`src/hdl/decimal_text_to_fixed_point_core_macros.svh`:
```
// Assertion helpers for the decimal text converter.
// Each macro expects clk_i and rst_ni in the scope of its use.
`ifndef DECIMAL_TEXT_TO_FIXED_POINT_CORE_MACROS_SVH
`define DECIMAL_TEXT_TO_FIXED_POINT_CORE_MACROS_SVH

// Same-cycle implication.
`define DTFP_ASSERT_IMP(lbl, ante, cons, msg) \
  lbl: assert property (@(posedge clk_i) disable iff (!rst_ni) (ante) |-> (cons)) \
    else $error(msg);

// Next-cycle implication.
`define DTFP_ASSERT_NXT(lbl, ante, cons, msg) \
  lbl: assert property (@(posedge clk_i) disable iff (!rst_ni) (ante) |=> (cons)) \
    else $error(msg);

`endif

```
`src/hdl/dtfp_pkg.sv`:
```
`default_nettype none

package dtfp_pkg;

  // Width of the widest decimal scale (10^4)
  localparam int unsigned SCALE_W = 14;

  // ASCII codes
  localparam logic [7:0] CH_ZERO  = 8'h30;
  localparam logic [7:0] CH_NINE  = 8'h39;
  localparam logic [7:0] CH_POINT = 8'h2E;
  localparam logic [7:0] CH_MINUS = 8'h2D;
  localparam logic [7:0] CH_PLUS  = 8'h2B;

  // Status codes
  localparam logic [2:0] ERR_NONE       = 3'd0;
  localparam logic [2:0] ERR_TOO_LONG   = 3'd1;
  localparam logic [2:0] ERR_INT_LONG   = 3'd2;
  localparam logic [2:0] ERR_FRAC_LONG  = 3'd3;
  localparam logic [2:0] ERR_INT_DIGIT  = 3'd4;
  localparam logic [2:0] ERR_INT_RANGE  = 3'd5;
  localparam logic [2:0] ERR_FRAC_DIGIT = 3'd6;

  // Parse phase
  typedef enum logic [2:0] {
    PH_START = 3'b001,
    PH_INT   = 3'b010,
    PH_FRAC  = 3'b100
  } phase_e;

  // Control state
  typedef enum logic [1:0] {
    ST_COLLECT = 2'b01,
    ST_DIVIDE  = 2'b10
  } state_e;

  typedef struct packed {
    logic [7:0] character;
    logic       last;
  } in_item_t;

  typedef struct packed {
    logic signed [15:0] value;
    logic [2:0]         status;
  } out_item_t;

  // 10^d for a fraction of d digits
  function automatic logic [SCALE_W-1:0] dec_scale(input logic [2:0] d);
    logic [SCALE_W-1:0] s;
    unique case (d)
      3'd0:    s = 14'd1;
      3'd1:    s = 14'd10;
      3'd2:    s = 14'd100;
      3'd3:    s = 14'd1000;
      default: s = 14'd10000;
    endcase
    return s;
  endfunction

  // Keep the lowest non-zero error code
  function automatic logic [2:0] note_err(input logic [2:0] cur, input logic [2:0] code);
    logic [2:0] r;
    r = cur;
    if ((cur == ERR_NONE) || (code < cur)) begin
      r = code;
    end
    return r;
  endfunction

endpackage

`default_nettype wire

```
`src/hdl/decimal_text_to_fixed_point_core.sv`:
```
// Input: one character per cycle while collecting; the input stalls while the
//   fraction is converted, so the next string is not taken until the result
//   is loaded. The restoring divider produces one fraction bit per cycle, the
//   final bit loads straight into the output register, and that step holds
//   while an earlier result is still stalled.
// Reset: asynchronous, active low; clears the parse state and the output valid.
`default_nettype none

`include "decimal_text_to_fixed_point_core_macros.svh"

module decimal_text_to_fixed_point_core #(
  parameter int unsigned MAX_CHARS   = 9,
  parameter int unsigned INT_DIGITS  = 3,
  parameter int unsigned FRAC_DIGITS = 4,
  parameter int unsigned INT_BITS    = 8,
  parameter int unsigned FRAC_BITS   = 7
) (
  input  wire logic                 clk_i,
  input  wire logic                 rst_ni,
  input  wire logic                 in_valid_i,
  output logic                      in_stall_o,
  input  wire dtfp_pkg::in_item_t   in_data_i,
  output logic                      out_valid_o,
  input  wire logic                 out_stall_i,
  output dtfp_pkg::out_item_t       out_data_o
);

  localparam int unsigned CNT_W  = $clog2(MAX_CHARS + 2);
  localparam int unsigned ICNT_W = $clog2(INT_DIGITS + 1);
  localparam int unsigned FCNT_W = $clog2(FRAC_DIGITS + 1);
  localparam int unsigned INT_W  = $clog2(10 ** INT_DIGITS);
  localparam int unsigned FRAC_W = $clog2(10 ** FRAC_DIGITS);
  localparam int unsigned REM_W  = FRAC_W + 1;
  localparam int unsigned STEP_W = $clog2(FRAC_BITS + 1);
  localparam int unsigned CMP_W  = (INT_W > INT_BITS + 1) ? INT_W : INT_BITS + 1;
  localparam int unsigned MAG_W  = INT_W + FRAC_BITS;

  localparam logic [CMP_W-1:0] INT_LIMIT = CMP_W'(1) << INT_BITS;

  dtfp_pkg::state_e    state_q, state_d;
  dtfp_pkg::phase_e    phase_q, phase_d;
  logic                neg_q, neg_d;
  logic [CNT_W-1:0]    cnt_q, cnt_d;
  logic [ICNT_W-1:0]   int_cnt_q, int_cnt_d;
  logic [FCNT_W-1:0]   frac_cnt_q, frac_cnt_d;
  logic [INT_W-1:0]    int_q, int_d;
  logic [REM_W-1:0]    frac_q, frac_d;
  logic [2:0]          err_q, err_d;
  logic [STEP_W-1:0]   step_q, step_d;
  logic [FRAC_BITS-1:0] quot_q, quot_d;
  logic                out_valid_q, out_valid_d;
  dtfp_pkg::out_item_t out_data_q, out_data_d;

  logic                in_fire;
  logic                is_digit;
  logic [3:0]          digit;
  logic                take_int;
  logic                div_last;
  logic                out_free;
  logic                load_out;
  logic [REM_W-1:0]    scale;
  logic [REM_W-1:0]    rem_dbl;
  logic                q_bit;
  logic [REM_W-1:0]    rem_next;
  logic [FRAC_BITS:0]  quot_sh;
  logic [FRAC_BITS-1:0] quot_next;
  logic [CMP_W-1:0]    int_cmp;
  logic                range_err;
  logic [2:0]          status;
  logic [MAG_W+15:0]   mag_ext;
  logic [15:0]         mag16;
  logic                out_fault;
  logic                last_fire;
  logic                dividing;
  logic                parse_clear;

  assign in_stall_o  = (state_q != dtfp_pkg::ST_COLLECT);
  assign in_fire     = in_valid_i && !in_stall_o;
  assign out_valid_o = out_valid_q;
  assign out_data_o  = out_data_q;

  // Classify the incoming character
  assign is_digit = (in_data_i.character >= dtfp_pkg::CH_ZERO) &&
                    (in_data_i.character <= dtfp_pkg::CH_NINE);
  assign digit    = 4'(in_data_i.character - dtfp_pkg::CH_ZERO);

  // One restoring division step: remainder doubles, scale subtracted if it fits
  assign scale     = REM_W'(dtfp_pkg::dec_scale(3'(frac_cnt_q)));
  assign rem_dbl   = {frac_q[REM_W-2:0], 1'b0};
  assign q_bit     = (rem_dbl >= scale);
  assign rem_next  = q_bit ? (rem_dbl - scale) : rem_dbl;
  assign quot_sh   = {quot_q, q_bit};
  assign quot_next = quot_sh[FRAC_BITS-1:0];

  assign div_last = (step_q == STEP_W'(FRAC_BITS - 1));
  assign out_free = !out_valid_q || !out_stall_i;
  assign load_out = (state_q == dtfp_pkg::ST_DIVIDE) && div_last && out_free;

  // Final range check and result assembly
  assign int_cmp   = CMP_W'(int_q);
  assign range_err = neg_q ? (int_cmp > INT_LIMIT) : (int_cmp > (INT_LIMIT - CMP_W'(1)));
  assign status    = range_err ? dtfp_pkg::note_err(err_q, dtfp_pkg::ERR_INT_RANGE) : err_q;
  assign mag_ext   = {16'd0, int_q, quot_next};
  assign mag16     = mag_ext[15:0];

  always_comb begin
    state_d     = state_q;
    phase_d     = phase_q;
    neg_d       = neg_q;
    cnt_d       = cnt_q;
    int_cnt_d   = int_cnt_q;
    frac_cnt_d  = frac_cnt_q;
    int_d       = int_q;
    frac_d      = frac_q;
    err_d       = err_q;
    step_d      = step_q;
    quot_d      = quot_q;
    take_int    = 1'b0;
    out_valid_d = out_valid_q && out_stall_i;
    out_data_d  = out_data_q;

    unique case (state_q)
      dtfp_pkg::ST_COLLECT: begin
        if (in_fire) begin
          // Count characters, saturating one past the limit
          if (cnt_q <= CNT_W'(MAX_CHARS)) begin
            cnt_d = cnt_q + CNT_W'(1);
          end
          if (cnt_d > CNT_W'(MAX_CHARS)) begin
            err_d = dtfp_pkg::note_err(err_d, dtfp_pkg::ERR_TOO_LONG);
          end

          unique case (phase_q)
            dtfp_pkg::PH_START: begin
              if (in_data_i.character == dtfp_pkg::CH_PLUS) begin
                phase_d = dtfp_pkg::PH_INT;
              end else if (in_data_i.character == dtfp_pkg::CH_MINUS) begin
                neg_d   = 1'b1;
                phase_d = dtfp_pkg::PH_INT;
              end else begin
                take_int = 1'b1;
              end
            end
            dtfp_pkg::PH_INT: begin
              take_int = 1'b1;
            end
            dtfp_pkg::PH_FRAC: begin
              if (frac_cnt_q >= FCNT_W'(FRAC_DIGITS)) begin
                err_d = dtfp_pkg::note_err(err_d, dtfp_pkg::ERR_FRAC_LONG);
              end else begin
                frac_cnt_d = frac_cnt_q + FCNT_W'(1);
                if (is_digit) begin
                  frac_d = REM_W'(frac_q * REM_W'(10) + REM_W'(digit));
                end else begin
                  err_d = dtfp_pkg::note_err(err_d, dtfp_pkg::ERR_FRAC_DIGIT);
                end
              end
            end
            default: begin
            end
          endcase

          // Integer part character, or the point that ends it
          if (take_int) begin
            if (in_data_i.character == dtfp_pkg::CH_POINT) begin
              phase_d = dtfp_pkg::PH_FRAC;
            end else begin
              phase_d = dtfp_pkg::PH_INT;
              if (int_cnt_q >= ICNT_W'(INT_DIGITS)) begin
                err_d = dtfp_pkg::note_err(err_d, dtfp_pkg::ERR_INT_LONG);
              end else begin
                int_cnt_d = int_cnt_q + ICNT_W'(1);
                if (is_digit) begin
                  int_d = INT_W'(int_q * INT_W'(10) + INT_W'(digit));
                end else begin
                  err_d = dtfp_pkg::note_err(err_d, dtfp_pkg::ERR_INT_DIGIT);
                end
              end
            end
          end

          // Last character: start the fraction conversion
          if (in_data_i.last) begin
            state_d = dtfp_pkg::ST_DIVIDE;
            step_d  = '0;
          end
        end
      end

      dtfp_pkg::ST_DIVIDE: begin
        // Advance one quotient bit, holding the final one until the output is free
        if (!div_last) begin
          frac_d = rem_next;
          quot_d = quot_next;
          step_d = step_q + STEP_W'(1);
        end
        if (load_out) begin
          out_valid_d       = 1'b1;
          out_data_d.status = status;
          out_data_d.value  = (status == dtfp_pkg::ERR_NONE)
                              ? (neg_q ? (16'sd0 - $signed(mag16)) : $signed(mag16))
                              : 16'sd0;
          // Clear the parse state for the next string
          state_d    = dtfp_pkg::ST_COLLECT;
          phase_d    = dtfp_pkg::PH_START;
          neg_d      = 1'b0;
          cnt_d      = '0;
          int_cnt_d  = '0;
          frac_cnt_d = '0;
          int_d      = '0;
          frac_d     = '0;
          err_d      = dtfp_pkg::ERR_NONE;
          step_d     = '0;
        end
      end

      default: begin
        state_d = dtfp_pkg::ST_COLLECT;
      end
    endcase
  end

  // Control and parse state
  always_ff @(posedge clk_i or negedge rst_ni) begin
    if (!rst_ni) begin
      state_q     <= dtfp_pkg::ST_COLLECT;
      phase_q     <= dtfp_pkg::PH_START;
      neg_q       <= 1'b0;
      cnt_q       <= '0;
      int_cnt_q   <= '0;
      frac_cnt_q  <= '0;
      int_q       <= '0;
      frac_q      <= '0;
      err_q       <= dtfp_pkg::ERR_NONE;
      step_q      <= '0;
      out_valid_q <= 1'b0;
    end else begin
      state_q     <= state_d;
      phase_q     <= phase_d;
      neg_q       <= neg_d;
      cnt_q       <= cnt_d;
      int_cnt_q   <= int_cnt_d;
      frac_cnt_q  <= frac_cnt_d;
      int_q       <= int_d;
      frac_q      <= frac_d;
      err_q       <= err_d;
      step_q      <= step_d;
      out_valid_q <= out_valid_d;
    end
  end

  // Payload registers
  always_ff @(posedge clk_i) begin
    quot_q     <= quot_d;
    out_data_q <= out_data_d;
  end

  // Terms watched by the checks below
  assign out_fault   = out_valid_o && (out_data_o.status != dtfp_pkg::ERR_NONE);
  assign last_fire   = in_fire && in_data_i.last;
  assign dividing    = (state_q == dtfp_pkg::ST_DIVIDE);
  assign parse_clear = (err_q == dtfp_pkg::ERR_NONE) && (cnt_q == '0);

  `DTFP_ASSERT_IMP(a_fault_zero, out_fault, out_data_o.value == 16'sd0, "non-zero faulty value")
  `DTFP_ASSERT_NXT(a_last_starts_div, last_fire, dividing, "conversion not started")
  `DTFP_ASSERT_IMP(a_step_bound, dividing, step_q <= STEP_W'(FRAC_BITS - 1), "step overrun")
  `DTFP_ASSERT_NXT(a_load_clears, load_out, out_valid_o && parse_clear, "state not cleared")

endmodule

`default_nettype wire

```
`config.mk`:
```
export PLATFORM = sky130hd
export DESIGN_NAME = decimal_text_to_fixed_point_core
export DESIGN_NICKNAME = d
export VERILOG_FILES = /design/src/hdl/dtfp_pkg.sv /design/src/hdl/decimal_text_to_fixed_point_core.sv
export VERILOG_INCLUDE_DIRS = /design/src /design/src/hdl
export SDC_FILE = /design/constraint.sdc
export NUM_CORES = 1
export LEC_CHECK = 0
export ABC_CLOCK_PERIOD_IN_PS = 7100
export BUFFER_PORTS_ARGS = -buffer_cell sky130_fd_sc_hd__buf_4
export CAP_MARGIN = 0
export CORE_MARGIN = 2
export CORE_UTILIZATION = 58
export CTS_BUF_LIST = sky130_fd_sc_hd__clkbuf_8
export DETAILED_ROUTE_END_ITERATION = 16
export PLACE_DENSITY = 0.85
export SYNTH_ARGS = -nofsm -noshare
export SYNTH_HDL_FRONTEND = slang
export SYNTH_SLANG_ARGS = --single-unit
```
`constraint.sdc`:
```
create_clock -name clk_i -period 7.1 [get_ports clk_i]
set_input_delay 1.42 -clock clk_i [delete_from_list [all_inputs] [get_ports clk_i]]
set_output_delay 1.42 -clock clk_i [all_outputs]
set_load 0.01 [all_outputs]
```
# == Yosys cells after proc, flatten, opt, wreduce, memory -nomap -nowiden ==
# Index checks and enable logic that the tools add are counted.
# totals
register_bits,72
in_bits,13
out_inout_bits,21
wordCells,187
# classes
add_sub_neg,9
multipliers,2
n_lt_le_gt_ge,15
eq_ne,28
muxes,86
bitwise_logic,1
n_reduce_logical,32
# ops
operator,count
2-to-1 mux 15 bit,7
2-to-1 mux 3 bit,35
2-to-1 mux 10 bit,6
case mux 14 bit (4 select lines),1
case mux 15 bit (2 select lines),1
"equality test 8 x 6 -> 1 bit, second input constant",3
case mux 3 bit (2 select lines),4
2-to-1 mux 4 bit,5
case mux 10 bit (2 select lines),1
"inequality test 2 bit, second input constant",9
AND reduction 6 bit,3
2-to-1 mux 16 bit,1
2-to-1 mux 2 bit,8
"subtractor 1 x 16 -> 16 bit, first input constant",1
adder 15 x 4 -> 15 bit,1
>= comparator 15 x 14 -> 1 bit,1
logical NOT 3 bit,5
"multiplier 15 x 3 -> 14 bit, second input constant",1
subtractor 15 x 14 -> 15 bit,1
2-to-1 mux 1 bit,12
adder 10 x 4 -> 10 bit,1
"greater-than comparator 10 x 8 -> 1 bit, second input constant",1
"greater-than comparator 10 x 9 -> 1 bit, second input constant",1
"multiplier 10 x 3 -> 9 bit, second input constant",1
other kinds (35),63

# == Logic depth before layout (Yosys ltp) ==
# logic_depth
word_depth,26
mapped_depth,17

# == Least setup slack after synthesis ==
# No wires, ideal clock.
# synth_path
kind,input -> register
start,in in_data_i[2] (netlist bit)
end,reg frac_q[13]
setup_time_ps,126
t_arrival_ps,3926
setup_slack_ps,3048
cell_stages,11
n_path_buf,0
cell_sequence,ha_1 inv_1 fa_1 and2b_1 o21ai_1 nor3_1 nand3_1 or3_4 nor3_4 mux2_2 o32a_1
# synth_via
elab_chain_cells,7
elab_cells_between_ends,12
# synth_rtl
item,line_no,source
start: declaration,decimal_text_to_fixed_point_core.sv:22,"input wire dtfp_pkg::in_item_t in_data_i,"
subtractor 4 x 1 -> 4 bit,decimal_text_to_fixed_point_core.sv:85,assign digit = 4'(in_data_i.character - dtfp_pkg::CH_ZERO);
adder 15 x 4 -> 15 bit,decimal_text_to_fixed_point_core.sv:153,frac_d = REM_W'(frac_q * REM_W'(10) + REM_W'(digit));
2-to-1 mux 15 bit,decimal_text_to_fixed_point_core.sv:152,if (is_digit) begin
2-to-1 mux 15 bit,decimal_text_to_fixed_point_core.sv:148,if (frac_cnt_q >= FCNT_W'(FRAC_DIGITS)) begin
2-to-1 mux 15 bit,decimal_text_to_fixed_point_core.sv:133,unique case (phase_q)
2-to-1 mux 15 bit,decimal_text_to_fixed_point_core.sv:124,if (in_fire) begin
case mux 15 bit (2 select lines),decimal_text_to_fixed_point_core.sv:122,unique case (state_q)
end signal: assignment,decimal_text_to_fixed_point_core.sv:245,frac_q <= frac_d;
end: declaration,decimal_text_to_fixed_point_core.sv:47,"logic [REM_W-1:0] frac_q, frac_d;"
# Several ways; a longest one is shown, not always the timed one. The select of a mux whose other input is x is not followed.
# A chain may end at the register's enable or synchronous reset.

# == Final worst setup path ==
# layout_path
start,reg frac_cnt_q[0]
end,"reg out_data_q, in the netlist out_data_o[13] (data pin)"
# layout_via
elab_chain_cells,5
elab_cells_between_ends,8
# layout_rtl
item,line_no,source
start: declaration,decimal_text_to_fixed_point_core.sv:45,"logic [FCNT_W-1:0] frac_cnt_q, frac_cnt_d;"
start signal: assignment,decimal_text_to_fixed_point_core.sv:243,frac_cnt_q <= frac_cnt_d;
equality test 3 x 2 -> 1 bit (tied with other cells),dtfp_pkg.sv:50,unique case (d)
case mux 14 bit (4 select lines) *,dtfp_pkg.sv:50,
>= comparator 15 x 14 -> 1 bit *,decimal_text_to_fixed_point_core.sv:90,assign q_bit = (rem_dbl >= scale);
named net q_bit,decimal_text_to_fixed_point_core.sv:63,logic q_bit;
subtractor 1 x 16 -> 16 bit *,decimal_text_to_fixed_point_core.sv:201,? (neg_q ? (16'sd0 - $signed(mag16)) : $signed(mag16))
2-to-1 mux 16 bit *,decimal_text_to_fixed_point_core.sv:201,
end signal: assignment,decimal_text_to_fixed_point_core.sv:255,out_data_q <= out_data_d;
end: declaration,decimal_text_to_fixed_point_core.sv:52,"dtfp_pkg::out_item_t out_data_q, out_data_d;"
# The timed path passes the listed nets; every way through them passes the cells marked *.

==> flow_summary.yaml <==
clock_tree:
  cts_buffers: 9
  post_cts_resized: 0
  cts_num_sinks: 71
  path_clk_slew_ns: 0.09
  htreeDepth: 3
  postCtsHoldBufs: 0
  cts_tree: "done"
  root_buffer: "clkbuf_8"
  clock_latency_ns: 0.36
  clockBufferDepth: 2
  post_cts_buffers: 0
detailed_routing:
  postRouteAntennaNets: 0
  firstDrtPassIters: 4
  drtIter0Drc: 382
  drc_errors: 0
  detail_route.wl_per_cell_um: 17.0
  via_count: 4697
  routed_wl_um: 13100
  vias_per_cell: 6.09
cells_and_area:
  drive_above_1_share: 0.115
  diodes: 0
  areaGrowthSynthToFinish_pct: 10.3
  nets: 715
logic_synthesis:
  synth_edf_count: 25
  synthDistinctLibCells: 78
  synthArstFlopShare: 0.648
  syn_area_mm2: 0.00561
  syn_inst: 607
  synth.avg_cell_area_um2: 9.24
  synth_warnings: 0
  synthFlopType: "dfrtp_1"
  synth_seq_cells: 71
  syn-num-nets: 685
  ys_seq_area_frac: 0.340
sta:
  slew_violations: 0
  fin_crit_sh: 0.590
  setup_tns_ns: 0
  relSlewSlack: 0.344
  setup_viol: 0
  worst_slew_pin_slew_ns: 0.982
  period_minus_slack_ns: 4.19
  finClkSkew_ns: 0.0117
  grt_setup_unrepaired: "false"
  fmax_mhz: 239
  hold_violations: 0
die:
  rows: 35
  die_w_um: 102
  io_pins: 34
  start_util: 0.601
  design.core.area_mm2: 0.00933
  die-height_um: 102
  die_area_mm2: 0.0105
placement:
  routabilityCongestion: 0.908
  port_buffers: 33
  place_hpwl_um: 9890
critical_path:
  endpoint_kind: "flop"
  crit_type: "reg -> reg"
  crit_arrival_ns: 4.27
  cp_max_fo: 21
  start_kind: "flop"
  critPathRequiredTime_ns: 7.18
global_route:
  track_usage: 0.271
  overflow: 0
  grt_pass1_vias: 4621
  antenna_found_initial: 0
  grt_max_degree: 47
  grt_pass1_wl_um: 22400
status:
  status: "complete, no violations"
min_path:
  hold_class: "reg -> reg"
job:
  cap_viol_max_count: 0
-- Yosys cell counts, types with 6 or more instances --
library cell	instances	area share
ha_1	60	0.13
nor3_1	8	0.0071
nand3_1	9	0.0080
a21o_1	18	0.024
o221ai_1	6	0.0094
dfrtp_1	44	0.20
xor2_1	23	0.036
nor2_1	56	0.037
nand2_1	63	0.042
o21a_1	6	0.0080
a31oi_1	11	0.012
xnor2_1	35	0.055
nand2b_1	8	0.0089
edfxtp_1	25	0.13
o31ai_1	12	0.016
clkbuf_1	11	0.0074
o21ai_0	31	0.028
o21ai_1	11	0.0098
a21oi_1	32	0.029
nor4_1	7	0.0078
inv_1	32	0.021
-- layer usage --
metal / part of all wire / vias up / GRT usage
li1: - / 2264 / -
met1: 0.45 / 2249 / 0.366
met2: 0.49 / 157 / 0.457
met3: 0.049 / 27 / 0.0397
met4: 0.018 / 0 / 0.0769
met5: 0 / - / 0
-- worst max-delay path: stages (launching register included) --
cell and delay, ns:
dfrtp_1 0.44, inv_1 0.14, ha_1 0.16, nor2b_1 0.29, inv_1 0.14, a31oi_1 0.28, ha_1 0.31, a2111o_1 0.22
a211o_1 0.12, a21oi_2 0.04, o21ai_2 0.48, clkinv_2 0.45, ha_1 0.40, nand3_1 0.14, o21ai_0 0.10, xor2_1 0.16
nor2_1 0.05
-- placed cells by master, fill, tap and decap left out, types with 7 or more instances in the layout --
cell type,count
a21o_1,18
a21oi_1,32
a31oi_1,11
buf_4,36
clkbuf_8,9
dfrtp_1,44
edfxtp_1,25
ha_1,60
inv_1,32
nand2_1,63
nand2b_1,8
nand3_1,9
nor2_1,56
nor3_1,8
nor4_1,7
o21ai_0,30
o21ai_1,12
o31ai_1,12
xnor2_1,35
xor2_1,23
-- state kept, by name, summed over array words and instances (netlist names) --
register     flops
quot_q           6
phase_q          3
cnt_q            4
frac_cnt_q       3
frac_q          14
err_q            3
int_cmp         10
step_q           3
int_cnt_q        2
out_valid_o      1
out_data_o      19
state_q          2
neg_q            1
-- logic make-up after synthesis --
| logic type | after synthesis | synth area share |
|---|---|---|
| XOR/XNOR | 59 | 0.0935 |
| multiplexers | 6 | 0.0112 |
| AO/OA/AOI/OAI | 168 | 0.202 |
| flip-flops | 71 | 0.340 |
| buffers and inverters | 50 | 0.0370 |
| adder cells (fa/ha/maj) | 65 | 0.152 |
| AND/OR/NAND/NOR | 188 | 0.165 |
-- path summary, 6_finish.rpt --
check | end | slack (ns) | cells after the start | start
setup reg to reg | out_data_o[13] | 2.91 | 16 | frac_cnt_q[0]
setup / recovery | out_data_o[13] | 2.91 | 16 | frac_cnt_q[0]
max in group asynchronous | int_cmp[6] | 5.62 | 1 | rst_ni
hold / removal | quot_q[4] | 0.50 | 0 | quot_q[3]
min in group asynchronous | cnt_q[2] | 1.08 | 1 | rst_ni
hold reg to reg | quot_q[4] | 0.50 | 0 | quot_q[3]
-- stage by stage --
stage                      util  cells  setup slack (ns)  area, µm²  hold WS (ns)
after CTS                 0.663    771              2.95       6180         0.498
after detailed placement  0.639    755              2.69       5960         0.479
final                     0.663    771              2.91       6180         0.505
after global placement    0.639    755              2.78       5960         0.465
after global routing      0.663    771              2.55       6180         0.513
after floorplan               -    607              3.05       5610         0.450
-- final cells by class --
| cell class | instances | area (µm²) |
|---|---|---|
| inverters | 33 | 125 |
| flip-flops and latches | 71 | 1900 |
| multi-input cells | 486 | 3500 |
| fillers | 735 | 3140 |
| clock buffers | 9 | 124 |
| clock inverters | 7 | 104 |
| well taps | 129 | 161 |
| repair buffers | 36 | 270 |
Power is not shown: default switching activity piles up to over one toggle a cycle in this logic, so the estimate is an artifact.
